==> src/hdl/lfd_pkg.sv <==
// ----------------------------------------------------------------------------
// lfd_pkg
// Shared constants and the result beat type of the length field deframer.
// ----------------------------------------------------------------------------
package lfd_pkg;

  // header layout
  localparam int HEADER_BYTES = 36;
  localparam int PORT_OFFSET  = 0;
  localparam int KIND_OFFSET  = 4;
  localparam int PID_OFFSET   = 6;
  localparam int LEN_OFFSET   = 28;
  localparam int USER_OFFSET  = 32;

  // default payload limit
  localparam int MAX_PAYLOAD_DEF = 512;

  // output field widths
  localparam int POS_W    = 9;
  localparam int PLEN_W   = 10;
  localparam int HDR_CNT_W = $clog2(HEADER_BYTES);

  // one result beat
  typedef struct packed {
    logic [7:0]        byte_value;
    logic              in_payload;
    logic [POS_W-1:0]  position;
    logic              header_done;
    logic              frame_done;
    logic [7:0]        port_number;
    logic [7:0]        frame_kind;
    logic [7:0]        protocol_id;
    logic [31:0]       user_word;
    logic [PLEN_W-1:0] payload_length;
    logic              length_clamped;
  } lfd_result_t;

endpackage

==> src/hdl/lfd_parser.sv <==
// ----------------------------------------------------------------------------
// lfd_parser
// Frame state: header byte capture, length clamp and payload byte counting.
// ----------------------------------------------------------------------------
module lfd_parser import lfd_pkg::*; #(
  parameter int MAX_PAYLOAD = MAX_PAYLOAD_DEF
) (
  input  logic        clk,
  input  logic        rst,
  input  logic        accept,
  input  logic [7:0]  data_byte,
  input  logic        restart,
  output lfd_result_t result
);

  localparam int LEN_W = $clog2(MAX_PAYLOAD + 1);
  localparam int CNT_W = (LEN_W > HDR_CNT_W) ? LEN_W : HDR_CNT_W;

  // frame state
  logic             in_data;
  logic [CNT_W-1:0] byte_count;
  logic [7:0]       port_reg;
  logic [7:0]       kind_reg;
  logic [7:0]       pid_reg;
  logic [31:0]      raw_length;
  logic [31:0]      user_reg;
  logic [LEN_W-1:0] length_reg;
  logic             clamp_flag;

  logic [7:0]       port_next;
  logic [7:0]       kind_next;
  logic [7:0]       pid_next;
  logic [31:0]      raw_next;
  logic [31:0]      user_next;
  logic [LEN_W-1:0] len_next;
  logic             clamp_next;
  logic [CNT_W-1:0] cnt_inc;
  logic             hdr_last;
  logic             data_last;
  logic             frame_end;
  logic             show;

  // header capture
  always_comb begin
    port_next = port_reg;
    kind_next = kind_reg;
    pid_next  = pid_reg;
    raw_next  = raw_length;
    user_next = user_reg;
    if (!in_data) begin
      if (byte_count == CNT_W'(PORT_OFFSET)) port_next = data_byte;
      if (byte_count == CNT_W'(KIND_OFFSET)) kind_next = data_byte;
      if (byte_count == CNT_W'(PID_OFFSET))  pid_next  = data_byte;
      for (int i = 0; i < 4; i++) begin
        if (byte_count == CNT_W'(LEN_OFFSET + i))  raw_next[8*i +: 8]  = data_byte;
        if (byte_count == CNT_W'(USER_OFFSET + i)) user_next[8*i +: 8] = data_byte;
      end
    end
  end

  // length clamp and section ends
  always_comb begin
    clamp_next = raw_next > 32'(MAX_PAYLOAD);
    len_next   = clamp_next ? LEN_W'(MAX_PAYLOAD) : raw_next[LEN_W-1:0];
    cnt_inc    = byte_count + CNT_W'(1);
    hdr_last   = !in_data && (byte_count == CNT_W'(HEADER_BYTES - 1));
    data_last  = in_data && (cnt_inc >= CNT_W'(length_reg));
    frame_end  = hdr_last ? (len_next == '0) : data_last;
    show       = hdr_last || in_data;
  end

  // result beat
  always_comb begin
    result.byte_value     = data_byte;
    result.in_payload     = in_data;
    result.position       = POS_W'(byte_count);
    result.header_done    = hdr_last;
    result.frame_done     = frame_end;
    result.port_number    = show ? port_next : 8'd0;
    result.frame_kind     = show ? kind_next : 8'd0;
    result.protocol_id    = show ? pid_next  : 8'd0;
    result.user_word      = show ? user_next : 32'd0;
    result.payload_length = in_data  ? PLEN_W'(length_reg) :
                            hdr_last ? PLEN_W'(len_next)   : '0;
    result.length_clamped = in_data ? clamp_flag : (hdr_last && clamp_next);
  end

  // state update
  always_ff @(posedge clk) begin
    if (rst) begin
      in_data    <= 1'b0;
      byte_count <= '0;
      port_reg   <= '0;
      kind_reg   <= '0;
      pid_reg    <= '0;
      raw_length <= '0;
      user_reg   <= '0;
      length_reg <= '0;
      clamp_flag <= 1'b0;
    end else if (accept) begin
      if (restart || frame_end) begin
        in_data    <= 1'b0;
        byte_count <= '0;
        port_reg   <= '0;
        kind_reg   <= '0;
        pid_reg    <= '0;
        raw_length <= '0;
        user_reg   <= '0;
        length_reg <= '0;
        clamp_flag <= 1'b0;
      end else if (!in_data) begin
        port_reg   <= port_next;
        kind_reg   <= kind_next;
        pid_reg    <= pid_next;
        raw_length <= raw_next;
        user_reg   <= user_next;
        if (hdr_last) begin
          in_data    <= 1'b1;
          byte_count <= '0;
          length_reg <= len_next;
          clamp_flag <= clamp_next;
        end else begin
          byte_count <= cnt_inc;
        end
      end else begin
        byte_count <= cnt_inc;
      end
    end
  end

  // payload phase always has a nonzero length and stays inside it
  a_len_nonzero: assert property (@(posedge clk) disable iff (rst)
    in_data |-> length_reg != '0)
    else $error("payload phase with zero length");

  a_cnt_in_range: assert property (@(posedge clk) disable iff (rst)
    in_data |-> byte_count < CNT_W'(length_reg))
    else $error("payload count past length");

  a_hdr_cnt_range: assert property (@(posedge clk) disable iff (rst)
    !in_data |-> byte_count < CNT_W'(HEADER_BYTES))
    else $error("header count past header size");

  a_frame_end_clears: assert property (@(posedge clk) disable iff (rst)
    accept && (restart || frame_end) |=> !in_data && byte_count == '0)
    else $error("state not cleared at frame end or restart");

endmodule

==> src/hdl/lfd_out_stage.sv <==
// ----------------------------------------------------------------------------
// lfd_out_stage
// Result register with valid/ready; refills in the cycle it is drained.
// ----------------------------------------------------------------------------
module lfd_out_stage import lfd_pkg::*; (
  input  logic        clk,
  input  logic        rst,
  input  logic        load,
  input  lfd_result_t result_in,
  output logic        can_take,
  output logic        out_valid,
  input  logic        out_ready,
  output lfd_result_t result_out
);

  logic out_valid_next;

  // free when empty or being drained this cycle
  assign can_take       = !out_valid || out_ready;
  assign out_valid_next = load || (out_valid && !out_ready);

  // valid flag
  always_ff @(posedge clk) begin
    if (rst) begin
      out_valid <= 1'b0;
    end else begin
      out_valid <= out_valid_next;
    end
  end

  // result payload
  always_ff @(posedge clk) begin
    if (load) begin
      result_out <= result_in;
    end
  end

endmodule

==> src/hdl/length_field_frame_deframer.sv <==
// ----------------------------------------------------------------------------
// length_field_frame_deframer
// Splits a byte stream into 36-byte headers and length-sized payloads.
// ----------------------------------------------------------------------------
// One byte enters per beat and every byte comes out of the result register,
// tagged with its section, its offset and the fields decoded from the header;
// the block takes a byte in every cycle, limited only by the single result
// register, which refills in the same cycle it is drained. The payload
// length (header bytes 28..31, little-endian) is clamped to MAX_PAYLOAD;
// a zero length ends the frame on the last header byte. A beat with restart
// set drops the partial frame and gives no result.
module length_field_frame_deframer import lfd_pkg::*; #(
  parameter int MAX_PAYLOAD = MAX_PAYLOAD_DEF
) (
  input  logic              clk,
  input  logic              rst,
  input  logic              in_valid,
  output logic              in_ready,
  input  logic [7:0]        data_byte,
  input  logic              restart,
  output logic              out_valid,
  input  logic              out_ready,
  output logic [7:0]        byte_value,
  output logic              in_payload,
  output logic [POS_W-1:0]  position,
  output logic              header_done,
  output logic              frame_done,
  output logic [7:0]        port_number,
  output logic [7:0]        frame_kind,
  output logic [7:0]        protocol_id,
  output logic [31:0]       user_word,
  output logic [PLEN_W-1:0] payload_length,
  output logic              length_clamped
);

  logic        accept;
  logic        can_take;
  lfd_result_t result;
  lfd_result_t result_q;

  assign in_ready = can_take;
  assign accept   = in_valid && can_take;

  // frame state and field decode
  lfd_parser #(
    .MAX_PAYLOAD (MAX_PAYLOAD)
  ) u_parser (
    .clk       (clk),
    .rst       (rst),
    .accept    (accept),
    .data_byte (data_byte),
    .restart   (restart),
    .result    (result)
  );

  // result register
  lfd_out_stage u_out (
    .clk        (clk),
    .rst        (rst),
    .load       (accept && !restart),
    .result_in  (result),
    .can_take   (can_take),
    .out_valid  (out_valid),
    .out_ready  (out_ready),
    .result_out (result_q)
  );

  // result fields to ports
  assign byte_value     = result_q.byte_value;
  assign in_payload     = result_q.in_payload;
  assign position       = result_q.position;
  assign header_done    = result_q.header_done;
  assign frame_done     = result_q.frame_done;
  assign port_number    = result_q.port_number;
  assign frame_kind     = result_q.frame_kind;
  assign protocol_id    = result_q.protocol_id;
  assign user_word      = result_q.user_word;
  assign payload_length = result_q.payload_length;
  assign length_clamped = result_q.length_clamped;

endmodule
==> config.mk <==
export PLATFORM = sky130hd
export DESIGN_NAME = length_field_frame_deframer
export DESIGN_NICKNAME = d
export VERILOG_FILES = /design/src/hdl/lfd_pkg.sv /design/src/hdl/lfd_parser.sv /design/src/hdl/lfd_out_stage.sv /design/src/hdl/length_field_frame_deframer.sv
export SDC_FILE = /design/constraint.sdc
export NUM_CORES = 1
export LEC_CHECK = 0
export BUFFER_PORTS_ARGS = -buffer_cell sky130_fd_sc_hd__buf_2
export CORE_MARGIN = 2
export CORE_UTILIZATION = 50
export CTS_CLUSTER_DIAMETER = 60
export DETAILED_ROUTE_END_ITERATION = 8
export PLACE_DENSITY = 0.69
export RECOVER_POWER = 50
export SETUP_SLACK_MARGIN = 0.4
export SYNTH_ARGS = -nofsm -noshare
export SYNTH_HDL_FRONTEND = slang
export SYNTH_SLANG_ARGS = --single-unit
==> constraint.sdc <==
create_clock -name clk -period 5.4 [get_ports clk]
set_input_delay 1.08 -clock clk [delete_from_list [all_inputs] [get_ports clk]]
set_output_delay 1.08 -clock clk [all_outputs]
set_load 0.02 [all_outputs]
=== Word-level counts from Yosys, hierarchy flattened ===
Cells that the tools add are included.

* Register bits: 198
* Bits in latches: 0
* Bits in writable memories: 0
* Bits in read-only memories: 0
* Bits of input ports: 13
* Output and inout port bits: 89
* Word-level logic and storage cells: 97
* Memories: 0

* Add/subtract/negate cells: 1
* Multiply operators: 0
* Div/mod/pow operators: 0
* Order comparisons: 2
* Eq/ne operators: 11
* Shift operators: 0
* Muxes and demuxes: 43
* Bitwise gates (word level): 0
* Reductions and logical operators: 19

{| class="wikitable"
|+ Operator list
! operator !! number
|-
| 32-bit two-way mux || 6
|-
| 8-bit two-way mux || 20
|-
| 10-bit two-way mux || 9
|-
| 10-bit by 5-bit equality test with 1-bit output (second input constant) || 4
|-
| 10-bit by 6-bit equality test with 1-bit output (second input constant) || 4
|-
| 32-bit by 10-bit greater-than comparator with 1-bit output (second input constant) || 1
|-
| 10-bit by 3-bit equality test with 1-bit output (second input constant) || 2
|-
| 10-bit logical NOT || 2
|-
| 10-bit by 1-bit adder with 10-bit output (second input constant) || 1
|-
| 10-bit >= comparator || 1
|-
| 1-bit two-way mux || 8
|-
| 1-bit logical AND || 6
|-
| 1-bit logical NOT || 4
|-
| 1-bit logical OR || 4
|-
| 3-bit AND reduction || 1
|-
| 2-bit != test (second input constant) || 1
|-
| 2-bit AND reduction || 1
|-
| 2-bit nonzero test || 1
|}

=== Longest topological paths before layout ===
* Depth after elaboration: 10
* Gate-level depth with buffers: 13
* Gate-level depth less buffers: 11

=== By module ===
A second synthesis with hierarchy kept.

* Cells, all modules: 863
* Area total of the unflattened synthesis: 8605.8 um2

{| class="wikitable"
|+ By module, submodules not included
! module !! times used !! cells an instance !! area each (um2) !! seq. area each (um2)
|-
| lfd_parser || 1 || 770 || 5931.9 || 2202.1
|-
| lfd_out_stage || 1 || 91 || 2658.8 || 2632.5
|-
| length_field_frame_deframer || 1 || 2 || 15.0 || 0.0
|}

=== Worst setup path before layout ===
No wires, ideal clock.

* Path kind: input -> register
* From: input port out_ready
* To: register u_parser.length_reg[7]
* Setup time: 0.061 ns
* Arrival: 4.216 ns
* Required time: 5.339 ns
* Slack: 1.123 ns
* Stages: 7
* Buffers on the path: 1
* Cell sequence: nand2b_1 -> nand2_1 -> or2_2 -> inv_1 -> and4_4 -> buf_6 -> a32o_1

* Longest elaborated chain between the ends: 3

{| class="wikitable"
|+ RTL lines
! what !! line !! RTL
|-
| from (decl) || length_field_frame_deframer.sv:22 || <nowiki>input logic out_ready,</nowiki>
|-
| 1-bit logical OR || lfd_out_stage.sv:19 || <nowiki>assign can_take = !out_valid || out_ready;</nowiki>
|-
| 1-bit logical AND || length_field_frame_deframer.sv:42 || <nowiki>assign accept = in_valid && can_take;</nowiki>
|-
| 3-bit AND reduction (no line) || -- ||
|-
| to (signal assigned) || lfd_parser.sv:120 || <nowiki>length_reg <= len_next;</nowiki>
|-
| to (decl) || lfd_parser.sv:27 || <nowiki>logic [LEN_W-1:0] length_reg;</nowiki>
|}

Every way passes these cells.
A chain may end at the register's enable or synchronous reset.

=== Final worst setup path ===
Ends and elaborated chain as after synthesis.

==> impl_metrics.json <==
{
  "required_ns": 5.73,
  "htreeDepth": 4,
  "hold_depth": 1,
  "cts-root-buf": "clkbuf_16",
  "routed_wl_um": 21500,
  "min_path_type": "flip-flop to flip-flop",
  "cp-start-kind": "input port",
  "hold_viol": 0,
  "min_from": "u_parser.raw_length[31]$_SDFFE_PP0P_",
  "cp_top_family": "buffers and inverters",
  "cts.sinks": 198,
  "die_area_um2": 17600,
  "antennaDiodeCount": 0,
  "ios": 102,
  "hold_ws_ns": 0.471,
  "p_leak_nw": 3.48,
  "numCtsBuffers": 17,
  "fill_cells": 1475,
  "drt_pass1_iterations": 6,
  "fp.dieH_um": 133,
  "antenna_found_initial": 0,
  "core_um2": 16300,
  "mostFrequentLayoutCells": "dfxtp_1, clkbuf_1, nand2_1",
  "stdcell_count": 1037,
  "max_cap_viol_count": 3,
  "p_switching_mw": 0.735,
  "slowest_delay_ns": 1.90,
  "start_util_pct": 50.6,
  "path_clk_slew_ns": 0.07,
  "fin_crit_sh_pct": 87.7,
  "ys_seq_elements": 198,
  "postLayoutCellArea_um2": 9360,
  "critPathBufInv": 2,
  "maxSlewHeadroom_pct": -67.8,
  "path_cells": "buf_2 > nand2b_1 > nand2_1 > or2_2 > clkinvlp_2 > and4_4 > a32o_1",
  "seq_area_um2": 4830,
  "gr-total-overflow": 0,
  "synth_enable_flop_cells": 87,
  "area_delta_synth_final_pct": 13.2,
  "hpwl_um": 14000,
  "ff2ff_setup_slack_ns": 0.90,
  "path_max_fanout": 55,
  "syn-instance-count": 727,
  "async_flop_share_pct": 0,
  "powerDensity_nw_per_um2": 324,
  "final.setup_skew_ns": 0.0121,
  "max-vdd-ir-drop_v": 0.000238,
  "layout-drive-gt1-share_pct": 7.59,
  "r2r_end": "u_parser.byte_count[5]$_SDFFE_PP0P_",
  "wl_per_cell_um": 20.7,
  "failed_checks": "capacitance limit, slew limit",
  "comb_power_share_pct": 5.8,
  "min_period_ns": 4.73,
  "rsz0062_at_grt": "no",
  "cp.arrival_ns": 5.06,
  "pwr-share-clk_pct": 41.5,
  "clk-insertion-delay-late_ns": 0.44,
  "synthFlopType": "dfxtp_1",
  "remaining_drc_errors": 0,
  "layout_commonest_cell": "dfxtp_1",
  "rows": 47,
  "swShare_pct": 24.2,
  "grt_first_pass_wirelength_um": 33500,
  "ys_seq_area_share_pct": 58.5,
  "largest_reg_flops": 87,
  "antenna_left": 0,
  "syn_area_um2": 8270,
  "dpl-instance-area_um2": 8920,
  "cts_tree": "yes",
  "final_nets": 831,
  "drt_iter0_markers": 668,
  "worstRegToRegCells": 11,
  "hold_buffers": 0,
  "yosysWarnings": 0,
  "viasPerCell": 6.15,
  "max_freq_ghz": 0.211,
  "r2r-start": "u_parser.byte_count[2]$_SDFFE_PP0P_",
  "pwr-share-seq_pct": 52.7,
  "grt_max_degree": 56,
  "globalplace.congestion": 0.933,
  "crit_slowest_cell": "clkinvlp_2",
  "grt_pass1_vias": 5963,
  "outcome": "finished, violations left",
  "critical_path_class": "input port to flip-flop",
  "endpoint_kind": "flip-flop",
  "internal_power_mw": 2.30,
  "avgSynthCellArea_um2": 11.4,
  "finalSetupTns_ns": 0,
  "multiInputGateArea_um2": 3150,
  "post-place-cells": 1005,
  "crit_start": "out_ready",
  "numPortBuffers": 101,
  "holdPathEnd": "u_parser.raw_length[31]$_SDFFE_PP0P_",
  "slew_violations": 116,
  "post-route-util_pct": 57.3,
  "grt_use_total_pct": 24.6,
  "cts_resized": 0,
  "cts_setup_buffers": 0,
  "vias": 6379,
  "synth_nets": 754,
  "cts.path.max_buffers": 2,
  "tightest_slew_ns": 2.50,
  "setup_viol": 0,
  "die_w_um": 133,
  "synth.distinct_cells": 57
}
-- worst register-to-register path, stage by stage (launching register included) --
cell and delay [ns]:
dfxtp_1 0.58, and2_1 0.46, and3_1 0.27, nand2_1 0.08, xnor2_1 0.24, ha_1 0.31, a2111oi_0 0.37, o21ai_0 0.20
a221oi_1 0.36, nand2b_1 0.28, nor3b_2 1.02, a32o_1 0.29
-- kinds of logic after synthesis --
| logic type | synth area share [%] |
|---|---|
| buffers and inverters | 3.45 |
| AOI/OAI and AO/OA | 18.3 |
| adders and majority gates | 2.12 |
| DFF | 58.5 |
| and+or+nand+nor | 12.9 |
| muxes | 3.84 |
| xor gates and xnor gates | 0.954 |
-- worst max path at each step --
stage | endpoint | depth (start not counted)
floorplan | u_parser.length_reg[7]$_SDFFE_PP0P_ | 7
finish | u_parser.length_reg[7]$_SDFFE_PP0P_ | 7
global placement | u_parser.byte_count[5]$_SDFFE_PP0P_ | 11
CTS | u_parser.byte_count[5]$_SDFFE_PP0P_ | 11
detailed placement | u_parser.byte_count[5]$_SDFFE_PP0P_ | 11
global route | u_parser.length_reg[8]$_SDFFE_PP0P_ | 7
-- stage by stage --
| stage | total power [mW] | worst slack [ns] |
|---|---|---|
| 6_report | 3.03 | 0.667 |
| 5_1_grt | 3.13 | 0.350 |
| 4_1_cts | 3.05 | 1.07 |
| 3_5_place_dp | 1.81 | 1.10 |
| 3_3_place_gp | 1.81 | 1.31 |
| 2_1_floorplan | 1.74 | 1.12 |
-- final cells by class --
cell class,count,area share [%]
Sequential cell,198,51.7
Inverter,17,0.695
Timing Repair Buffer,111,4.81
Clock inverter,14,1.43
Multi-Input combinational cell,459,33.7
Clock buffer,18,4.81
Tap cell,220,2.94
-- cells in the mapped netlist (3+ instances only) --
library cell	number	area (um2)
or4_1	3	22.5
a32o_1	18	180
clkbuf_1	40	150
edfxtp_1	87	2610
and3_1	12	75.1
nand3_1	6	30.0
ha_1	14	175
or3_1	3	18.8
o21ai_0	5	25.0
nor2_1	35	131
buf_1	7	26.3
o2bb2ai_1	7	61.3
o31ai_1	11	82.6
a21o_1	13	97.6
nor4_1	8	50.1
dfxtp_1	111	2220
nor2b_1	10	62.6
and2_1	5	31.3
mux2i_1	28	280
a21oi_1	44	220
inv_1	17	63.8
buf_2	3	15.0
a22o_1	83	727
nor3_1	4	20.0
nor3b_1	3	22.5
nand2_1	95	357
nand4_1	12	75.1
xnor2_1	8	70.1
nand2b_1	3	18.8
-- power groups by stage --
| stage | combinational, mW | sequential, mW | clock [mW] |
|---|---|---|---|
| 2_1_floorplan | 0.0836 | 1.66 | 0 |
| 3_3_place_gp | 0.177 | 1.63 | 0 |
| 3_5_place_dp | 0.181 | 1.63 | 0 |
| 4_1_cts | 0.181 | 1.60 | 1.27 |
| 5_1_grt | 0.187 | 1.60 | 1.34 |
| 6_report | 0.177 | 1.60 | 1.26 |
-- routing by layer --
layer | wire length, um | global-route usage (%) | up-vias
met5 | 0 | 0 | -
li1 | - | - | 2873
met2 | 10200 | 38.7 | 328
met1 | 9120 | 34.0 | 3146
met3 | 1860 | 5.75 | 32
met4 | 315 | 7.53 | 0
Note: power is estimated with default switching activity, not from simulation.
